[src/sv/i2cm_pkg.sv]
// Types and constants shared by the I2C master bit engine modules.
package i2cm_pkg;

    typedef enum logic [2:0] {
        CMD_NONE  = 3'd0,
        CMD_START = 3'd1,
        CMD_STOP  = 3'd2,
        CMD_WRITE = 3'd3,
        CMD_READ  = 3'd4,
        CMD_PROBE = 3'd5
    } t_cmd;

    typedef enum logic [2:0] {
        PH_IDLE  = 3'd0,
        PH_START = 3'd1,
        PH_WRITE = 3'd2,
        PH_STOP  = 3'd3,
        PH_READ  = 3'd4
    } t_phase;

    typedef enum logic [0:0] {
        REG_HALF_PERIOD = 1'b0,
        REG_ACK_LIMIT   = 1'b1
    } t_reg_idx;

    localparam logic [7:0]  HALF_PERIOD_RESET = 8'd3;
    localparam logic [15:0] ACK_LIMIT_RESET   = 16'd10000;
    localparam int          CFG_DATA_W        = 16;

    typedef struct packed {
        logic [2:0] cmd;
        logic [7:0] write_data;
        logic       send_ack;
        logic [6:0] dev_addr;
        logic       sda_in;
    } t_in_item;

    typedef struct packed {
        logic       scl_level;
        logic       sda_level;
        logic       sda_drive;
        logic       busy_res;
        logic       done_res;
        logic [7:0] read_data;
        logic       ack_timeout;
        logic       dev_present;
    } t_out_item;

    typedef struct packed {
        t_phase      phase;
        logic [2:0]  sub_step;
        logic [3:0]  bit_count;
        logic [7:0]  shift_reg;
        logic [7:0]  half_timer;
        logic [15:0] poll_count;
        logic        probe_mode;
        logic        ack_choice;
        logic        scl;
        logic        sda;
        logic        sda_oe;
        logic [1:0]  status_flags;
        logic [7:0]  rx_byte;
    } t_state;

    localparam t_state STATE_RESET = '{
        phase:        PH_IDLE,
        sub_step:     3'd0,
        bit_count:    4'd0,
        shift_reg:    8'd0,
        half_timer:   8'd0,
        poll_count:   16'd0,
        probe_mode:   1'b0,
        ack_choice:   1'b0,
        scl:          1'b1,
        sda:          1'b1,
        sda_oe:       1'b1,
        status_flags: 2'd0,
        rx_byte:      8'd0
    };

endpackage

[src/sv/i2cm_step.sv]
// Next-state and result logic for one tick of the I2C master bit engine.
module i2cm_step import i2cm_pkg::*; (
    input  t_state    i_state,
    input  t_in_item  i_item,
    input  logic [7:0]  i_half_period,
    input  logic [15:0] i_ack_limit,
    output t_state    o_state,
    output t_out_item o_result
);

    t_state n;
    logic   done;

    always_comb begin
        logic [3:0] bc_inc;
        n      = i_state;
        done   = 1'b0;
        bc_inc = 4'd0;

        if (i_state.phase == PH_IDLE) begin
            case (i_item.cmd)
                CMD_START, CMD_STOP, CMD_WRITE, CMD_READ, CMD_PROBE: begin
                    n.sub_step   = 3'd0;
                    n.half_timer = 8'd0;
                    n.bit_count  = 4'd0;
                    n.probe_mode = 1'b0;
                end
                default: ;
            endcase
            case (i_item.cmd)
                CMD_START: n.phase = PH_START;
                CMD_STOP:  n.phase = PH_STOP;
                CMD_WRITE: begin
                    n.phase     = PH_WRITE;
                    n.shift_reg = i_item.write_data;
                end
                CMD_READ: begin
                    n.phase      = PH_READ;
                    n.ack_choice = i_item.send_ack;
                    n.shift_reg  = 8'd0;
                end
                CMD_PROBE: begin
                    n.phase      = PH_START;
                    n.probe_mode = 1'b1;
                    n.shift_reg  = {i_item.dev_addr, 1'b0};
                end
                default: ;
            endcase
        end

        if (n.phase != PH_IDLE) begin
            if (n.half_timer != 8'd0) begin
                n.half_timer = n.half_timer - 8'd1;
            end else begin
                case (n.phase)
                    PH_START: begin
                        case (n.sub_step)
                            3'd0: begin
                                n.sda_oe = 1'b1; n.sda = 1'b1; n.scl = 1'b1;
                                n.half_timer = i_half_period; n.sub_step = 3'd1;
                            end
                            3'd1: begin
                                n.sda = 1'b0;
                                n.half_timer = i_half_period; n.sub_step = 3'd2;
                            end
                            3'd2: begin
                                n.scl = 1'b0;
                                n.half_timer = i_half_period; n.sub_step = 3'd3;
                            end
                            default: begin
                                if (n.probe_mode) begin
                                    n.phase = PH_WRITE; n.sub_step = 3'd0;
                                    n.bit_count = 4'd0;
                                end else begin
                                    n.phase = PH_IDLE; n.sub_step = 3'd0;
                                    n.half_timer = 8'd0; done = 1'b1;
                                end
                            end
                        endcase
                    end
                    PH_STOP: begin
                        case (n.sub_step)
                            3'd0: begin
                                n.sda_oe = 1'b1; n.scl = 1'b0; n.sda = 1'b0;
                                n.half_timer = i_half_period; n.sub_step = 3'd1;
                            end
                            3'd1: begin
                                n.scl = 1'b1;
                                n.half_timer = i_half_period; n.sub_step = 3'd2;
                            end
                            default: begin
                                n.sda = 1'b1;
                                if (n.probe_mode) begin
                                    n.probe_mode = 1'b0; n.sub_step = 3'd0;
                                end else begin
                                    n.phase = PH_IDLE; n.sub_step = 3'd0;
                                    n.half_timer = 8'd0; done = 1'b1;
                                end
                            end
                        endcase
                    end
                    PH_WRITE: begin
                        case (n.sub_step)
                            3'd0: begin
                                n.sda_oe = 1'b1; n.scl = 1'b0;
                                n.sda = n.shift_reg[7];
                                n.shift_reg = {n.shift_reg[6:0], 1'b0};
                                n.half_timer = i_half_period; n.sub_step = 3'd1;
                            end
                            3'd1: begin
                                n.scl = 1'b1; n.half_timer = i_half_period;
                                bc_inc = n.bit_count + 4'd1;
                                n.bit_count = bc_inc;
                                n.sub_step = (bc_inc < 4'd8) ? 3'd0 : 3'd2;
                            end
                            3'd2: begin
                                n.scl = 1'b0; n.sda_oe = 1'b0; n.sda = 1'b1;
                                n.half_timer = i_half_period; n.sub_step = 3'd3;
                            end
                            3'd3: begin
                                n.scl = 1'b1; n.poll_count = 16'd0;
                                n.half_timer = 8'd0; n.sub_step = 3'd4;
                            end
                            default: begin
                                if (!i_item.sda_in) begin
                                    n.scl = 1'b0;
                                    n.status_flags[0] = 1'b0;
                                    if (n.probe_mode) begin
                                        n.status_flags[1] = 1'b1;
                                        n.probe_mode = 1'b0;
                                        n.phase = PH_STOP; n.sub_step = 3'd0;
                                    end else begin
                                        n.phase = PH_IDLE; n.sub_step = 3'd0;
                                        n.half_timer = 8'd0; done = 1'b1;
                                    end
                                end else if (n.poll_count >= i_ack_limit) begin
                                    n.status_flags[0] = 1'b1;
                                    if (n.probe_mode) begin
                                        n.status_flags[1] = 1'b0;
                                    end
                                    n.phase = PH_STOP; n.sub_step = 3'd0;
                                end else begin
                                    n.poll_count = n.poll_count + 16'd1;
                                end
                            end
                        endcase
                    end
                    PH_READ: begin
                        case (n.sub_step)
                            3'd0: begin
                                n.scl = 1'b0; n.sda_oe = 1'b0; n.sda = 1'b1;
                                n.half_timer = i_half_period; n.sub_step = 3'd1;
                            end
                            3'd1: begin
                                n.scl = 1'b1;
                                n.half_timer = i_half_period; n.sub_step = 3'd2;
                            end
                            3'd2: begin
                                n.shift_reg = {n.shift_reg[6:0], i_item.sda_in};
                                bc_inc = n.bit_count + 4'd1;
                                n.bit_count = bc_inc;
                                n.scl = 1'b0;
                                n.half_timer = i_half_period;
                                if (bc_inc < 4'd8) begin
                                    n.sub_step = 3'd1;
                                end else begin
                                    n.sda = ~n.ack_choice; n.sda_oe = 1'b1;
                                    n.sub_step = 3'd3;
                                end
                            end
                            3'd3: begin
                                n.scl = 1'b1;
                                n.half_timer = i_half_period; n.sub_step = 3'd4;
                            end
                            default: begin
                                n.scl = 1'b0; n.rx_byte = n.shift_reg;
                                n.phase = PH_IDLE; n.sub_step = 3'd0;
                                n.half_timer = 8'd0; done = 1'b1;
                            end
                        endcase
                    end
                    default: ;
                endcase
            end
        end
    end

    assign o_state = n;

    always_comb begin
        o_result.scl_level   = n.scl;
        o_result.sda_level   = n.sda;
        o_result.sda_drive   = n.sda_oe;
        o_result.busy_res    = (n.phase != PH_IDLE);
        o_result.done_res    = done;
        o_result.read_data   = n.rx_byte;
        o_result.ack_timeout = n.status_flags[0];
        o_result.dev_present = n.status_flags[1];
    end

endmodule

[src/sv/i2c_master_bit_engine_top.sv]
// Top level of the I2C master bit engine: input register, engine state and result register.
// Each input beat is one timing tick of the bus engine and yields exactly one result beat.
// The engine takes one beat per clock cycle while the output is not stalled. A beat is held
// in the input register and its result is loaded into the result register once that is free,
// so the result beat follows the input register. The rate is set by the combinational update
// of the sequencer state between the two registers. Commands are only honoured while the
// engine is idle; configuration writes take effect on the next tick.
module i2c_master_bit_engine_top import i2cm_pkg::*; (
    input  logic                  i_clk,
    input  logic                  i_rst_n,
    input  logic                  i_in_valid,
    output logic                  o_in_ready,
    input  t_in_item              i_in_data,
    output logic                  o_out_valid,
    input  logic                  i_out_ready,
    output t_out_item             o_out_data,
    input  logic                  i_cfg_we,
    input  logic [0:0]            i_cfg_idx,
    input  logic [CFG_DATA_W-1:0] i_cfg_wdata
);

    logic        r_in_valid;
    t_in_item    r_in_data;
    logic        r_out_valid;
    t_out_item   r_out_data;
    t_state      r_st;
    t_state      n_st;
    t_out_item   n_out;
    logic [7:0]  r_half;
    logic [15:0] r_limit;
    logic        w_advance;

    assign w_advance  = r_in_valid && (!r_out_valid || i_out_ready);
    assign o_in_ready = !r_in_valid || w_advance;

    i2cm_step u_step (
        .i_state       (r_st),
        .i_item        (r_in_data),
        .i_half_period (r_half),
        .i_ack_limit   (r_limit),
        .o_state       (n_st),
        .o_result      (n_out)
    );

    always_ff @(posedge i_clk) begin
        if (!i_rst_n) begin
            r_in_valid <= 1'b0;
        end else if (o_in_ready) begin
            r_in_valid <= i_in_valid;
        end
        if (o_in_ready && i_in_valid) begin
            r_in_data <= i_in_data;
        end
    end

    always_ff @(posedge i_clk) begin
        if (!i_rst_n) begin
            r_out_valid <= 1'b0;
            r_st        <= STATE_RESET;
        end else if (w_advance) begin
            r_out_valid <= 1'b1;
            r_st        <= n_st;
        end else if (i_out_ready) begin
            r_out_valid <= 1'b0;
        end
        if (w_advance) begin
            r_out_data <= n_out;
        end
    end

    always_ff @(posedge i_clk) begin
        if (!i_rst_n) begin
            r_half  <= HALF_PERIOD_RESET;
            r_limit <= ACK_LIMIT_RESET;
        end else if (i_cfg_we) begin
            case (t_reg_idx'(i_cfg_idx))
                REG_HALF_PERIOD: r_half  <= i_cfg_wdata[7:0];
                REG_ACK_LIMIT:   r_limit <= i_cfg_wdata[15:0];
                default: ;
            endcase
        end
    end

    assign o_out_valid = r_out_valid;
    assign o_out_data  = r_out_data;

endmodule

[config.mk]
export PLATFORM = sky130hd
export DESIGN_NAME = i2c_master_bit_engine_top
export DESIGN_NICKNAME = d
export VERILOG_FILES = /design/src/sv/i2cm_pkg.sv /design/src/sv/i2cm_step.sv /design/src/sv/i2c_master_bit_engine_top.sv
export SDC_FILE = /design/constraint.sdc
export NUM_CORES = 1
export LEC_CHECK = 0
export ABC_CLOCK_PERIOD_IN_PS = 4250
export BUFFER_PORTS_ARGS = -buffer_cell sky130_fd_sc_hd__buf_2
export CORE_ASPECT_RATIO = 0.6
export CORE_MARGIN = 4
export CORE_UTILIZATION = 53
export DETAILED_ROUTE_END_ITERATION = 8
export PLACE_DENSITY = 0.69
export RECOVER_POWER = 50
export SYNTH_ARGS = -nofsm -noshare
export SYNTH_HDL_FRONTEND = slang
export SYNTH_SLANG_ARGS = --single-unit
[constraint.sdc]
create_clock -name i_clk -period 4.25 [get_ports i_clk]
set_input_delay 0.85 -clock i_clk [delete_from_list [all_inputs] [get_ports i_clk]]
set_output_delay 0.85 -clock i_clk [all_outputs]
set_load 0.02 [all_outputs]
==> results of run 1 <==
==> worst reg2reg max path, stage by stage, from the launching register on <==
cell	delay, ns
dfxtp_1	0.51
nor3_2	0.26
buf_4	0.20
nand3_1	0.12
nand2_1	0.09
ha_1	0.21
buf_4	0.19
inv_1	0.12
a21oi_1	0.16
and2_1	0.51
o21ai_0	0.38
a21oi_1	0.30
o32ai_1	0.13
==> metrics by stage <==
stage                     util [%]  cells  hold WS, ns  worst slack [ns]  area (sq um)
after global routing          64.1    972        0.474             0.451          7430
after floorplan                  -    757        0.436             0.678          6470
after global placement        59.3    940        0.444              1.07          6880
after detailed placement      59.3    940        0.449             0.992          6880
after CTS                     64.3    972        0.457             0.994          7460
final                         64.1    972        0.460             0.642          7430
==> path summary, 6_finish.rpt <==
path	startpoint	to	slack, ns	cells after the start
max	i_rst_n	r_st[11]$_SDFFE_PN1P_	0.64	6
min	r_limit[15]$_SDFFE_PN0P_	r_limit[15]$_SDFFE_PN0P_	0.46	2
max reg2reg	r_st[56]$_SDFFE_PN0P_	r_st[53]$_SDFFE_PN0P_	0.89	12
min reg2reg	r_limit[15]$_SDFFE_PN0P_	r_limit[15]$_SDFFE_PN0P_	0.46	2
==> cells in the final DEF, fill, tap and decap left out, types with 7 or more instances in the layout <==
cell       netlist  final
a2111oi_0        9      9
a211oi_1        11     11
a21oi_1         70     70
a31oi_1         14     14
a32oi_1          7      7
buf_2            4     41
buf_4            0     14
clkbuf_1        43     19
clkbuf_16        0     17
dfxtp_1         83     83
edfxtp_1        35     35
ha_1            19     19
inv_1           29     29
mux2_2           9      9
nand2_1         96     96
nand2b_1        11     11
nand3_1         19     19
nand4_1          7      7
nor2_1          57     57
nor3_1          17     16
o211a_1          8      8
o211ai_1        10     10
o21a_1           7      7
o21ai_0         56     56
or3_1            8      8
xnor2_1         11     11
==> final cells by class <==
class | count | area share, %
clock buffer | 18 | 5.91
timing repair buffer | 75 | 5.20
multi-input combinational | 558 | 46.2
tap | 160 | 2.69
inverter | 29 | 1.46
sequential | 118 | 36.5
clock inverter | 14 | 1.99
==> routing by layer <==
layer  share of wire (%)  routed length (um)
met4                 1.0                 197
met2                  37                7100
met3                  13                2390
met5                   0                   0
met1                  49                9390
==> state kept, by name, summed over array words and instances, names as in the netlist <==
signal       cells
o_out_data      15
o_out_valid      1
r_half           8
r_in_data       20
r_in_valid       1
r_limit         16
r_st            57
==> cell families (layout without fill, tap and decap cells) <==
logic type	Yosys count	after routing	share of synthesized area [%]
compound gates	256	256	26.1
simple gates	256	256	19.2
fa+ha+maj	19	19	3.67
xor+xnor	14	14	1.90
buf+inv	81	136	5.03
mux	13	13	2.19
flops	118	118	41.9
==> power breakdown <==
part / total (uW) / internal (uW) / switching [uW] / leakage [uW]
clock: 1420 / 883 / 540 / 0.000288
sequential: 1280 / 1230 / 53.9 / 0.00101
combinational: 698 / 237 / 461 / 0.00152
==> results.md, run 1 <==
* CORE AREA at 11,600 sq um
* FF/Latch Area at 2710 sq um
* CP Class: input pin to flop
* Antenna violations before repair at 0
* Layer with the highest usage: met1
* Worst-path fanout max at 39
* Cell taking the most area after synthesis: dfxtp_1
* Global route overflow at 0
* Average routed wire per standard cell at roughly 20 um
* Slew margin rel. at -28.7%
* WP data required at 4.45 ns
* Worst-path clk slew at 0.06 ns
* Vias at about 6,000
* Area of the multi-input gates at between 3000 and 4000 sq um
* Ys Warns at 0
* Fmax at 0.277 GHz
* Nets@finish at 860
* Final ANT Viol Nets at 0
* WP buf/inv at 4
* Die Wd at 151 um
* Die Height at 93.6 um
* Tcrit/Tclk final at 84.9%
* Cts bufs inserted at 17
* Post-synth EDFFs at 35
* I/O Buffers at 58
* IR drop worst, VDD at ~0.00029 V
* # diodes at 0
* Post-synth top cells: 96 x nand2_1, 83 x dfxtp_1, 70 x a21oi_1, 57 x nor2_1, 56 x o21ai_0
* Flops & latches, synth at between 100 and 150
* Syn Inst Count at 757
* DRT Wirelength at about 19 mm
* Vias in the first global route at 5,524
* CP max stage delay at 1.37 ns
* Detailed placement HPWL at 13.8 mm
* Status: finished with violations
* Unrepaired setup endpoints after global routing: no
* Worst hold path class: flop to flop
* Fin crit period at 3.61 ns
* Area delta synth->final at 14.9%
* Setup crit end kind: flop
* PD cells at 458 nW/um^2
* Top_reg_cell synth: dfxtp_1
* Placer congestion estimate at 1.00
* Clk_skew at between 0.01 and 0.015 ns
* Setup Fix Bufs, Post-CTS at 0
* Violated checks: max-capacitance violations, max-slew violations
* Largest net degree at the start of global routing at 40
* Family with the most delay on the worst path: buffers and inverters
* Global-route wire length before repair at between 30 and 40 mm
* Leak pwr at 0.00282 uW
* Tot Pwr at about 3400 uW
* Vias/cell at ~6.3
* Crit-path slowest cell: clkbuf_1
* Critical Path Start Type: input pin
* Met1 Use GR at 45.5%
* TritonCTS clock tree: yes
* Syn avg cell area at ~8.5 sq um
* Async set or reset register ratio after synthesis at 0%
* Total track usage at approximately 28%
* Max-cap violation count at 1
* Clock latency on the worst-skew pair at roughly 0.42 ns
* Final Slew Violations at 40
* Layout cells sized above 1 at around 14%
* Crit-path cells: buf_2 -> clkbuf_1 -> inv_1 -> clkbuf_2 -> a211oi_1 -> a31oi_1
* CTS Hold Bufs at 0
* Drt drc at 0
* Synth top area cells: dfxtp_1 26%, edfxtp_1 16%, nand2_1 5.6%, a21oi_1 5.4%, o21ai_0 4.3%
* CTS root buf: clkbuf_16
* Most common cell in the netlist: nand2_1
* Register area share after synthesis at between 40% and 50%
* M2 GR Usage at 35.0%
* Met3 usage at under 10%
* Yosys cell types at between 70 and 80
* CTS resizes at 0
* Syn nets at 818
* TritonCTS Sinks at 118
* Initial DRC count at 860
* Drt pass-1 iters at 5
* Synth top area share at roughly a quarter
* Io pins at 59
* Worst-Margin Slew at roughly 1.9 ns
* Final count of hold timing violations at 0
* H-Tree Depth at 4
* Finish-stage setup viols at 0
* Die area at 14,100 sq um
* # rows at 30
* WP data arrival at around 3.8 ns
* Sum Neg Setup Slack at 0 ns
* Synth Cell Area at 6470 sq um
* Initial Util at a little under three fifths
* FILL cells at 965
* Clock tree buffer depth at 2
Power figures use the tool's default switching activity.
==> run 2, diff against run 1 <==
ABC_CLOCK_PERIOD_IN_PS = 3140   (was 4250)
PLACE_DENSITY = 0.72   (was 0.69)
clock period = 3.14 ns   (was 4.25 ns; I/O delays follow)
==> run 2 against run 1 <==
Compared with the run above: the run now ends clean; highest routed layer unchanged; clock skew shrank 0.0049 ns; first-iteration DRC count is 25% higher; die area stayed put; clock power up 46%; power is 42% higher; core utilization grew 2.1 points; combinational power is 46% higher; largest cell class unchanged; sequential power increased by 34%; global-route usage is 1.2 points higher; hold slack worse by 0.080 ns; count of clock-buffer cells in the layout unchanged; non-clock buffer count up 25.
==> results.md, run 2 (same netlist as run 1, synthesis figures left out) <==
* Final Slew Violations at 0
* R2R Path Start: r_in_data[17]$_DFFE_PP_
* Worst-path clk slew at 0.06 ns
* Finished Cell Area at 7680 sq um
* Finish-stage setup viols at 0
* Met3 usage at a little over an eighth
* DP Worst Slack at slightly above 0.2 ns
* Die area at about 14,000 sq um
* CP Class: flop to flop
* Crit-path cells: or3_1 -> nand3_2 -> buf_4 -> and2_1 -> nand2_1 -> a2111oi_0 -> xnor2_1 -> nor2_1
* Clock latency on the worst-skew pair at 0.42 ns
* # diodes at 0
* CORE AREA at 11,600 sq um
* Layout cells sized above 1 at 16.5%
* Global route overflow at 0
* Placer congestion estimate at 1.02
* Post-route insts no fill at 997
* Vias in the first global route at 5,836
* Layer with the highest usage: met1
* Max-cap violation count at 0
* Largest net degree at the start of global routing at 39
* Drt drc at 0
* H-Tree Depth at 4
* TritonCTS clock tree: yes
* CP max stage delay at 0.68 ns
* Crit-path slowest cell: a2111oi_0
* Layout Utilization at between 60% and 70%
* Setup crit end kind: flop
* Antenna violations before repair at 0
* TritonCTS Sinks at 118
* Average routed wire per standard cell at 20.2 um
* Slew margin rel. at ~20%
* Most frequent cells in the layout: 94 x nand2_1, 83 x dfxtp_1, 70 x a21oi_1, 57 x nor2_1, 56 x o21ai_0
* Cts bufs inserted at 17
* Worst-Margin Slew at 1.20 ns
* Status: finished, final reports clean
* Total track usage at 29.0%
* Clock tree buffer depth at 2
* Fin crit period at 3.00 ns
* Crit. Startpoint: r_in_data[17]$_DFFE_PP_
* Largest Register: r_st
* Global-route wire length before repair at 31.6 mm
* IR drop worst, VDD at between 0.0004 and 0.0005 V
* # rows at 30
* Placed inst area at 7070 sq um
* Hold Path Origin: i_in_data[16]
* Final count of hold timing violations at 0
* Vias/cell at 6.39
* Initial DRC count at around 1,100
* Fmax at between 0.3 and 0.4 GHz
* M2 GR Usage at 37.0%
* DRT Wirelength at 20.1 mm
* Tot Pwr at between 4000 and 5000 uW
* Unrepaired setup endpoints after global routing: yes
* Final setup margin at 0.137 ns
* Die Wd at 151 um
* PD cells at 629 nW/um^2
* CTS Hold Bufs at 0
* Vias at 6,375
* Detailed placement HPWL at 14.8 mm
* Biggest regs: r_st x57, r_in_data x20, r_limit x16
* Inst Count DP at approximately 960
* Io pins at a little under 60
* Die Height at 93.6 um
* Worst-path fanout max at 24
* Drt pass-1 iters at 9
* CTS root buf: clkbuf_16
* Final ANT Viol Nets at 0
* Tcrit/Tclk final at a little over nine tenths
* Critical Path Start Type: flop
* Leak pwr at approximately 0.003 uW
* Worst hold path class: input pin to flop
* Initial Util at 55.8%
* I/O Buffers at 58
* Nets@finish at a little under 900
* Met1 Use GR at 44.1%
* WP data required at between 3 and 4 ns
* Most common cell after layout, fill and taps aside: nand2_1
* Clk_skew at 0.0101 ns
* Max reg flops at 57
* Area delta synth->final at 18.6%
* WP data arrival at 3.31 ns
==> run 2: what timing repair did <==
action | CTS | global route
setup buffers | 0 | 2
setup endpoints to repair | 0 | 10
resized for setup | 0 | 2
==> run 2: worst paths after layout <==
kind                                                 end  slack, ns  depth (start not counted)
worst max-delay path               r_st[28]$_SDFFE_PN0P_       0.14                          8
worst min-delay path             r_in_data[16]$_DFFE_PP_       0.38                          1
worst max register to register     r_st[28]$_SDFFE_PN0P_       0.14                          8
worst min register to register  r_limit[14]$_SDFFE_PN0P_       0.46                          2
==> run 2: worst max-delay path, delay by kind of cell, from the launching register on <==
family          cells  cell delay (ns)
xor+xnor            1             0.19
simple gates        5             1.19
compound gates      1             0.68
buf+inv             1             0.29
flops               1             0.54
==> run 2: where the power goes <==
part           switching [uW]  internal [uW]
registers                62.7           1660
logic                     658            365
clock network             747           1340
==> run 2: metal layers <==
layer  vias up  wire length (um)
met1      3012              9310
met5         -                 0
li1       2926                 -
met4         0               126
met2       426              7770
met3        11              2910
==> run 2: per-stage QoR <==
step | TNS [ns] | hold slack, ns
after global placement | 0 | 0.443
final | 0 | 0.380
after detailed placement | 0 | 0.454
after global routing | -0.0494 | 0.374
after CTS | 0 | 0.370
after floorplan | 0 | 0.436
==> run 2: cell type report <==
class | count | area (sq um)
flip-flops and latches | 118 | 2710
fillers | 927 | 3920
repair buffers | 100 | 568
inverters | 29 | 109
clock buffers | 18 | 429
multi-input cells | 558 | 3460
clock inverters | 14 | 199
well taps | 160 | 200
